==> src/csv_field_tokenizer_top_assert.svh <==
// Assertion macros for the CSV field tokenizer.
// No dependencies; taken in by the files that carry assertions.
`ifndef CSV_FIELD_TOKENIZER_TOP_ASSERT_SVH
`define CSV_FIELD_TOKENIZER_TOP_ASSERT_SVH
`ifndef SYNTHESIS
// Clocked check, held off while reset is high.
`define CSVFT_ASSERT(lbl, clk, rst, prop) \
  lbl: assert property (@(posedge clk) disable iff (rst) prop) \
    else $error("csvft assertion failed");
// Clocked check that also holds during reset.
`define CSVFT_ASSERT_ALWAYS(lbl, clk, prop) \
  lbl: assert property (@(posedge clk) prop) \
    else $error("csvft assertion failed");
`else
`define CSVFT_ASSERT(lbl, clk, rst, prop)
`define CSVFT_ASSERT_ALWAYS(lbl, clk, prop)
`endif
`endif

==> src/csvft_pkg.sv <==
// Shared types and constants of the CSV field tokenizer.
// No dependencies; used by csvft_step, the top level and the testbench.
`default_nettype none

package csvft_pkg;

  // request codes
  localparam logic OP_BYTE = 1'b0;
  localparam logic OP_END  = 1'b1;

  // token kinds
  localparam logic [1:0] KIND_DATA  = 2'd0;
  localparam logic [1:0] KIND_FIELD = 2'd1;
  localparam logic [1:0] KIND_ROW   = 2'd2;

  localparam logic [7:0] CH_QUOTE    = 8'h22;
  localparam logic [7:0] CH_CR       = 8'h0D;
  localparam logic [7:0] CH_LF       = 8'h0A;
  localparam logic [7:0] DELIM_RESET = 8'h2C;

  // result queue depth, power of two, at least 2
  localparam int QUEUE_DEPTH = 4;

  typedef struct packed {
    logic in_quoted;
    logic quote_held;
    logic return_held;
    logic line_begun;
  } csvft_state_t;

  typedef struct packed {
    logic [1:0] kind;
    logic [7:0] ch;
    logic       last;
  } csvft_token_t;

  // what one byte produces: up to two tokens, in order
  typedef struct packed {
    logic [1:0]   count;
    csvft_token_t tok0;
    csvft_token_t tok1;
  } csvft_emit_t;

endpackage

`default_nettype wire

==> src/csvft_if.sv <==
// Channel interfaces of the CSV field tokenizer: byte input, token output,
// delimiter write. No dependencies.
`default_nettype none

interface csvft_in_if;
  logic       valid;
  logic       ready;
  logic       operation;
  logic [7:0] char_in;
  modport source (output valid, output operation, output char_in, input ready);
  modport sink (input valid, input operation, input char_in, output ready);
endinterface

interface csvft_out_if;
  logic       valid;
  logic       ready;
  logic [1:0] token_kind;
  logic [7:0] char_out;
  logic       last_of_run;
  modport source (output valid, output token_kind, output char_out, output last_of_run,
                  input ready);
  modport sink (input valid, input token_kind, input char_out, input last_of_run,
                output ready);
endinterface

interface csvft_cfg_if;
  logic       valid;
  logic       ready;
  logic [7:0] data;
  modport source (output valid, output data, input ready);
  modport sink (input valid, input data, output ready);
endinterface

`default_nettype wire

==> src/csvft_step.sv <==
// Per-byte decision logic: next tokenizer state and the tokens one request yields.
// Depends on csvft_pkg. Purely combinational.
`default_nettype none

module csvft_step (
  input  csvft_pkg::csvft_state_t st,
  input  logic                    operation,
  input  logic [7:0]              char_in,
  input  logic [7:0]              delimiter_char,
  output csvft_pkg::csvft_state_t st_next,
  output csvft_pkg::csvft_emit_t  emit
);

  logic                    quoted;
  logic                    a_vld;
  logic                    b_vld;
  csvft_pkg::csvft_token_t a_tok;
  csvft_pkg::csvft_token_t b_tok;

  always_comb begin
    st_next = st;
    quoted  = 1'b0;
    a_vld   = 1'b0;
    b_vld   = 1'b0;
    a_tok   = '0;
    b_tok   = '0;
    if (operation == csvft_pkg::OP_END || char_in == csvft_pkg::CH_LF) begin
      // line end: row mark only when the line holds something
      a_vld      = st.line_begun;
      a_tok.kind = csvft_pkg::KIND_ROW;
      st_next    = '0;
    end else if (st.quote_held && char_in == csvft_pkg::CH_QUOTE) begin
      // doubled quote
      st_next.quote_held = 1'b0;
      a_vld      = 1'b1;
      a_tok.kind = csvft_pkg::KIND_DATA;
      a_tok.ch   = csvft_pkg::CH_QUOTE;
    end else begin
      // a lone held quote closes the quoted section
      quoted              = st.in_quoted & ~st.quote_held;
      st_next.quote_held  = 1'b0;
      st_next.in_quoted   = quoted;
      st_next.return_held = 1'b0;
      if (st.return_held) begin
        st_next.line_begun = 1'b1;
        if (quoted) begin
          a_vld      = 1'b1;
          a_tok.kind = csvft_pkg::KIND_DATA;
          a_tok.ch   = csvft_pkg::CH_CR;
        end else if (delimiter_char == csvft_pkg::CH_CR) begin
          a_vld      = 1'b1;
          a_tok.kind = csvft_pkg::KIND_FIELD;
        end
      end
      if (char_in == csvft_pkg::CH_CR) begin
        st_next.return_held = 1'b1;
      end else begin
        st_next.line_begun = 1'b1;
        if (char_in == csvft_pkg::CH_QUOTE) begin
          if (quoted) begin
            st_next.quote_held = 1'b1;
          end else begin
            st_next.in_quoted = 1'b1;
          end
        end else if (!quoted && char_in == delimiter_char) begin
          b_vld      = 1'b1;
          b_tok.kind = csvft_pkg::KIND_FIELD;
        end else begin
          b_vld      = 1'b1;
          b_tok.kind = csvft_pkg::KIND_DATA;
          b_tok.ch   = char_in;
        end
      end
    end
  end

  // pack into slot order and mark the last token of the request
  always_comb begin
    emit       = '0;
    emit.count = {1'b0, a_vld} + {1'b0, b_vld};
    if (a_vld) begin
      emit.tok0      = a_tok;
      emit.tok1      = b_tok;
      emit.tok0.last = ~b_vld;
      emit.tok1.last = b_vld;
    end else begin
      emit.tok0      = b_tok;
      emit.tok0.last = b_vld;
    end
  end

endmodule

`default_nettype wire

==> src/csv_field_tokenizer_top.sv <==
// Top level of the CSV field tokenizer: state registers, delimiter register,
// token queue. Depends on csvft_pkg, csvft_if.sv, csvft_step and the assert header.
// A byte-serial CSV tokenizer. Each accepted request carries one content byte
// (operation 0) or an end-of-content mark (operation 1) and yields zero, one or
// two tokens: data bytes, end-of-field marks and end-of-row marks, the last
// token of each request flagged by last_of_run. Quoted fields, doubled quotes
// and carriage-return dropping follow the usual CSV rules; a newline always
// ends the row, even inside quotes. The four state flags update in the cycle
// a request is accepted, so one request can be taken every clock while ready is
// high. Tokens go into a small queue (QueueDepth entries) and leave one per clock
// while the sink is ready; a token shows on the output once the tokens ahead of
// it have left. Input ready holds while the queue has room for two tokens, so the
// sustained rate is one request per cycle as long as the sink takes one token per
// cycle; requests that yield two tokens are then bounded by that single output
// port. The delimiter register resets to a comma and is written over the cfg
// channel, which is always ready; write it only while the block is idle.
`default_nettype none

`include "csv_field_tokenizer_top_assert.svh"

module csv_field_tokenizer_top #(
  parameter int QueueDepth = csvft_pkg::QUEUE_DEPTH
) (
  input  logic        clk,
  input  logic        rst,
  csvft_in_if.sink    byte_in,
  csvft_out_if.source token_out,
  csvft_cfg_if.sink   cfg
);

  localparam int PtrW = (QueueDepth > 1) ? $clog2(QueueDepth) : 1;
  localparam int CntW = $clog2(QueueDepth + 1);

  // tokenizer state
  csvft_pkg::csvft_state_t st;
  csvft_pkg::csvft_state_t st_next;
  csvft_pkg::csvft_emit_t  emit;
  logic [7:0]              delimiter_char;

  // token queue
  csvft_pkg::csvft_token_t mem [QueueDepth];
  logic [PtrW-1:0]         wr_ptr;
  logic [PtrW-1:0]         rd_ptr;
  logic [CntW-1:0]         count;
  logic [1:0]              n_push;
  logic                    push;
  logic                    pop;

  // request that closes the line
  logic                    line_end_req;

  csvft_step u_step (
    .st             (st),
    .operation      (byte_in.operation),
    .char_in        (byte_in.char_in),
    .delimiter_char (delimiter_char),
    .st_next        (st_next),
    .emit           (emit)
  );

  // leave room for the worst case of two tokens per request
  assign byte_in.ready = (count <= CntW'(QueueDepth - 2));
  assign push          = byte_in.valid & byte_in.ready;
  assign n_push        = push ? emit.count : 2'd0;
  assign pop           = token_out.valid & token_out.ready;

  assign line_end_req = (byte_in.operation == csvft_pkg::OP_END) ||
                        (byte_in.char_in == csvft_pkg::CH_LF);

  assign cfg.ready = 1'b1;

  always_ff @(posedge clk) begin
    if (rst) begin
      st             <= '0;
      delimiter_char <= csvft_pkg::DELIM_RESET;
      wr_ptr         <= '0;
      rd_ptr         <= '0;
      count          <= '0;
    end else begin
      if (push) begin
        st <= st_next;
      end
      if (cfg.valid && cfg.ready) begin
        delimiter_char <= cfg.data;
      end
      wr_ptr <= PtrW'(wr_ptr + PtrW'(n_push));
      if (pop) begin
        rd_ptr <= PtrW'(rd_ptr + PtrW'(1));
      end
      count <= CntW'(count + CntW'(n_push) - CntW'(pop));
    end
  end

  // queue storage, no reset needed
  always_ff @(posedge clk) begin
    if (n_push != 2'd0) begin
      mem[wr_ptr] <= emit.tok0;
    end
    if (n_push == 2'd2) begin
      mem[PtrW'(wr_ptr + PtrW'(1))] <= emit.tok1;
    end
  end

  assign token_out.valid       = (count != '0);
  assign token_out.token_kind  = mem[rd_ptr].kind;
  assign token_out.char_out    = mem[rd_ptr].ch;
  assign token_out.last_of_run = mem[rd_ptr].last;

  // queue never overfills
  `CSVFT_ASSERT(a_count_bound, clk, rst, count <= CntW'(QueueDepth))
  // a line end clears all of the tokenizer state
  `CSVFT_ASSERT(a_line_end_clears, clk, rst, (push && line_end_req) |=> (st == '0))
  // a held quote only exists inside a quoted section
  `CSVFT_ASSERT(a_quote_in_quotes, clk, rst, st.quote_held |-> st.in_quoted)
  // held quote and held carriage return are never pending together
  `CSVFT_ASSERT(a_holds_exclusive, clk, rst, !(st.quote_held && st.return_held))
  // reset leaves an empty queue and cleared flags
  `CSVFT_ASSERT_ALWAYS(a_reset_clears, clk, rst |=> (count == '0 && st == '0))

endmodule

`default_nettype wire

==> src/flat_wrapper.sv <==
// flat-port wrapper written by rule: the top's interface ports become plain ports
module csv_field_tokenizer_top_flat 
#(
  parameter int QueueDepth = csvft_pkg::QUEUE_DEPTH
)
  (clk, rst, byte_in_valid, byte_in_operation, byte_in_char_in, byte_in_ready, token_out_valid, token_out_token_kind, token_out_char_out, token_out_last_of_run, token_out_ready, cfg_valid, cfg_data, cfg_ready);
  csvft_in_if byte_in_i ();
  csvft_out_if token_out_i ();
  csvft_cfg_if cfg_i ();
  input  logic clk;
  input  logic rst;
  input wire logic [$bits(byte_in_i.valid)-1:0] byte_in_valid;
  input wire logic [$bits(byte_in_i.operation)-1:0] byte_in_operation;
  input wire logic [$bits(byte_in_i.char_in)-1:0] byte_in_char_in;
  output wire logic [$bits(byte_in_i.ready)-1:0] byte_in_ready;
  output wire logic [$bits(token_out_i.valid)-1:0] token_out_valid;
  output wire logic [$bits(token_out_i.token_kind)-1:0] token_out_token_kind;
  output wire logic [$bits(token_out_i.char_out)-1:0] token_out_char_out;
  output wire logic [$bits(token_out_i.last_of_run)-1:0] token_out_last_of_run;
  input wire logic [$bits(token_out_i.ready)-1:0] token_out_ready;
  input wire logic [$bits(cfg_i.valid)-1:0] cfg_valid;
  input wire logic [$bits(cfg_i.data)-1:0] cfg_data;
  output wire logic [$bits(cfg_i.ready)-1:0] cfg_ready;
  assign byte_in_i.valid = byte_in_valid;
  assign byte_in_i.operation = byte_in_operation;
  assign byte_in_i.char_in = byte_in_char_in;
  assign byte_in_ready = byte_in_i.ready;
  assign token_out_valid = token_out_i.valid;
  assign token_out_token_kind = token_out_i.token_kind;
  assign token_out_char_out = token_out_i.char_out;
  assign token_out_last_of_run = token_out_i.last_of_run;
  assign token_out_i.ready = token_out_ready;
  assign cfg_i.valid = cfg_valid;
  assign cfg_i.data = cfg_data;
  assign cfg_ready = cfg_i.ready;
  csv_field_tokenizer_top #(.QueueDepth(QueueDepth)) u_core (.clk(clk), .rst(rst), .byte_in(byte_in_i), .token_out(token_out_i), .cfg(cfg_i));
endmodule
==> config.mk <==
export PLATFORM = sky130hd
export DESIGN_NAME = csv_field_tokenizer_top_flat
export DESIGN_NICKNAME = d
export VERILOG_FILES = /design/src/csvft_pkg.sv /design/src/csvft_if.sv /design/src/csvft_step.sv /design/src/csv_field_tokenizer_top.sv /design/src/flat_wrapper.sv
export VERILOG_INCLUDE_DIRS = /design/src /design/src/src
export SDC_FILE = /design/constraint.sdc
export NUM_CORES = 1
export LEC_CHECK = 0
export ABC_AREA = 1
export ABC_CLOCK_PERIOD_IN_PS = 3010
export BUFFER_PORTS_ARGS = -buffer_cell sky130_fd_sc_hd__buf_4
export CAP_MARGIN = 10
export CORE_UTILIZATION = 24
export DETAILED_ROUTE_END_ITERATION = 10
export PLACE_DENSITY = 0.49
export SLEW_MARGIN = 20
export SYNTH_ARGS = -nofsm -noshare
export SYNTH_HDL_FRONTEND = slang
export SYNTH_SLANG_ARGS = --single-unit
==> constraint.sdc <==
create_clock -name clk -period 3.01 [get_ports clk]
set_clock_uncertainty 0.15 [all_clocks]
set_input_delay 0.301 -clock clk [delete_from_list [all_inputs] [get_ports clk]]
set_output_delay 0.301 -clock clk [all_outputs]
set_load 0.005 [all_outputs]
==> impl_metrics.toml <==
[outcome]
outcome = "finished clean"

[place]
buffer_ports.inserted = 34
dpl.hpwl_um = 7416
placedInstanceArea_um2 = 4212
gp_routability_congestion = 0.8332
dpl.cell_count = 687

[clock_tree]
cts_hold_repair.buffers = 0
cts-root-buf = "sky130_fd_sc_hd__clkbuf_16"
number_of_buffers_inserted_during_clock_tree_synthesis = 9
post_cts.repair.setup_buffers = 0
post_cts_resized = 0
ctsHtreeMaxLevel = 3
worstSkewPairLatency_ns = 0.32
clkSlewWorstSetupHoldPaths_ns = 0.06
max-clock-path-buffers = 2
cts_tree = "yes"
cts_sinks = 65

[worst_hold_path]
hp-start = "cfg_data[5]"
hold_path_class = "in -> reg"
whs_endpoint = "u_core.delimiter_char[5]$_SDFFE_PP1P_"
timing.hold.worst_path_depth = 3

[routing]
ant_nets = 0
route.detailed.drc = 0
drt_pass1_iterations = 5
drt_wl_total_um = 10220
via_count = 3278
drtIter0Drc = 186
post_drt_via_cell_ratio = 4.663
routed_wire_length_per_instance_um = 14.54

[cells_and_area]
final_cells = 703
fin_area_um2 = 4477
layout-drive-gt1-share_pct = 17.34
n_antenna_cell = 0
layout.cells.most_common_list = "sky130_fd_sc_hd__nand2_1 (96), sky130_fd_sc_hd__nand3_1 (73), sky130_fd_sc_hd__nor2_1 (55)"
finalNetCount = 542
areaGrowthSynthToFinish_pct = 21.12
commonest_non_fill_non_tap_cell_in_the_layout = "sky130_fd_sc_hd__nand2_1"

[die]
floorplan.core_area_um2 = 14750
io-pin-count = 36
die_boundary_width_um = 126.1
floorplan.die.height_um = 126.1
area_of_the_die_um2 = 15900
floorplan.initialDensity_pct = 25.05
core.rowCount = 44

[worst_setup_path]
worst-endpoint-required_ns = 3.08
path_class = "reg -> reg"
r2r_end = "u_core.count[2]$_SDFF_PP0_"
timing.reg2reg.worst_path_depth = 18
worstSetupEndpointType = "flip-flop"
r2r_slack_ns = 0.35
critical_path.reg2reg.startpoint = "u_core.delimiter_char[5]$_SDFFE_PP1P_"
cp_data_arrival_time_ns = 2.73
start_kind = "flip-flop"
worstPathMaxFanout = 4

[sta]
finalMaxSlewViolations = 0
final-setup-viol-count = 0
max_slew_margin_pct = 53.64
layout_worst_path_cycle_share_pct = 88.48
highest_clock_rate_mhz = 375.5
min_period_ns = 2.663
worstMarginPinSlew_ns = 0.6946
grt_setup_unrepaired = "false"
fin_tns_setup_ns = 0
hold_violations = 0

[synth]
synth.yosys.seq_area_share_pct = 46.04
post_synth.cell_area_avg_um2 = 7.831
synth.yosys.warnings = 0
netlist.area_leader.share_pct = 32.50
synth_simple_gate_area_share_pct = 30.97
synth_fa_ha_area_share_pct = 2.234
synth_top_family_by_area = "simple AND/OR/NAND/NOR gates"
netlist_top_cells_area = "sky130_fd_sc_hd__edfxtp_1 (32%), sky130_fd_sc_hd__dfxtp_1 (14%), sky130_fd_sc_hd__nand3_1 (9.9%)"
yosys.area_share.xor_xnor_pct = 0.9479
synth_nets = 500
mux_contribution_to_synthesized_area_pct = 0
synth.distinct_cells = 34
synth.ff_latch_count = 65
synth_area_leader_cell = "sky130_fd_sc_hd__edfxtp_1"
syn-cell-area_um2 = 3696
synthesized_instance_count = 472
post_synthesis_compound_gate_area_fraction_pct = 11.14

[power_and_ir_drop]
vdd_drop_max_uv = 264.1
power.density_cell_area_nw_per_um2 = 635.4
design_internal_power_mw = 1.931
sw_frac_of_total_pct = 32.12
seq_power_share_pct = 39.3
power_switching_mw = 0.9138
power.combinational.fraction_pct = 28.0
p_leak_nw = 1.944
pwr-share-clk_pct = 32.7

[job]
drv.max_cap_violation_count = 0

[global_routing]
grt_usage_pct = 13.50
grt_antenna_before_repair = 0
globalRouteOverflowTotal = 0
grt_pass1_vias = 3189
grt_pass1_wl_um = 16450
grt_max_degree = 29
## cell families after synthesis
family / after synthesis
fa+ha+maj: 6
compound gates: 77
other cells: 1
xor+xnor: 4
buf+inv: 73
flops: 65
simple gates: 246
## registers in the layout (all words and copies together), names as in the netlist, named ones only
name and cells:
u_core.rd_ptr 2, u_core.mem 44, u_core.wr_ptr 2, u_core.delimiter_char 8, u_core.count 3, u_core.st 4
## synthesized netlist by cell type (all sizes together)
cell    number
nand2      105
ha           5
xor2         3
nor2        62
inv         56
fa           1
nor3         2
o21ai       44
dfxtp       25
a211oi       1
buf          6
xnor2        1
a21oi       20
nand3       75
edfxtp      40
clkbuf       8
o22ai       11
a22oi        1
clkinv       3
nand4        2
conb         1
## how the worst max path moves through the flow
stage | startpoint | endpoint | slack [ns] | cells past startpoint
3_5_place_dp | byte_in_char_in[7] | u_core.count[2]$_SDFF_PP0_ | 0.15 | 19
4_1_cts | u_core.delimiter_char[5]$_SDFFE_PP1P_ | u_core.count[2]$_SDFF_PP0_ | 0.30 | 18
5_1_grt | u_core.delimiter_char[4]$_SDFFE_PP0P_ | u_core.count[2]$_SDFF_PP0_ | 0.12 | 18
6_report | u_core.delimiter_char[5]$_SDFFE_PP1P_ | u_core.count[2]$_SDFF_PP0_ | 0.35 | 18
3_3_place_gp | byte_in_char_in[7] | u_core.count[2]$_SDFF_PP0_ | 0.21 | 19
2_1_floorplan | byte_in_char_in[7] | u_core.count[2]$_SDFF_PP0_ | 0.23 | 19
## power groups by stage
stage / combinational [mW] / clock [mW] / sequential, mW
floorplan: 0.486 / 0 / 1.12
global placement: 0.798 / 0 / 1.14
detailed placement: 0.807 / 0 / 1.14
CTS: 0.811 / 0.956 / 1.12
global route: 0.895 / 0.990 / 1.13
finish: 0.797 / 0.929 / 1.12
## layer usage
layer	share of wire [%]	vias to the layer above	global-route usage, %
met3	6.0	17	3.186
met4	2.0	0	4.890
met2	47	121	23.50
met5	0	-	0
met1	45	1482	16.15
li1	-	1658	-
## worst max-delay path, stage by stage (launching register included)
cell and delay, ns:
sky130_fd_sc_hd__dfxtp_1 0.31, sky130_fd_sc_hd__inv_1 0.06, sky130_fd_sc_hd__nand2_1 0.05, sky130_fd_sc_hd__nor2_1 0.12, sky130_fd_sc_hd__nand2_1 0.10, sky130_fd_sc_hd__nand2_1 0.07, sky130_fd_sc_hd__nand2_1 0.08, sky130_fd_sc_hd__nand3_4 0.09
sky130_fd_sc_hd__nand2_4 0.06, sky130_fd_sc_hd__inv_4 0.05, sky130_fd_sc_hd__ha_1 0.13, sky130_fd_sc_hd__inv_1 0.08, sky130_fd_sc_hd__nor2_4 0.15, sky130_fd_sc_hd__inv_1 0.06, sky130_fd_sc_hd__ha_1 0.31, sky130_fd_sc_hd__fa_1 0.44
sky130_fd_sc_hd__xor2_1 0.17, sky130_fd_sc_hd__inv_1 0.06, sky130_fd_sc_hd__nor2_1 0.03
## metrics by stage
step,util [%],hold WS (ns),total power [mW],setup WS [ns]
2_1_floorplan,-,0.2620,1.604,0.2340
5_1_grt,30.34,0.06096,3.013,0.1230
6_report,30.34,0.04133,2.845,0.3468
3_5_place_dp,28.54,0.3167,1.944,0.1460
3_3_place_gp,28.54,0.3051,1.933,0.2138
4_1_cts,30.34,0.02958,2.885,0.2997
## final cells by class
type                    instances  area [um2]
clock inverters                 5       32.53
repair buffers                 45       375.4
multi-input cells             334        1678
inverters                      59       226.5
well taps                     184       230.2
clock buffers                  11       232.7
fillers                      1591       10280
flip-flops and latches         65        1702
Note: power is estimated with default switching activity, not from simulation.
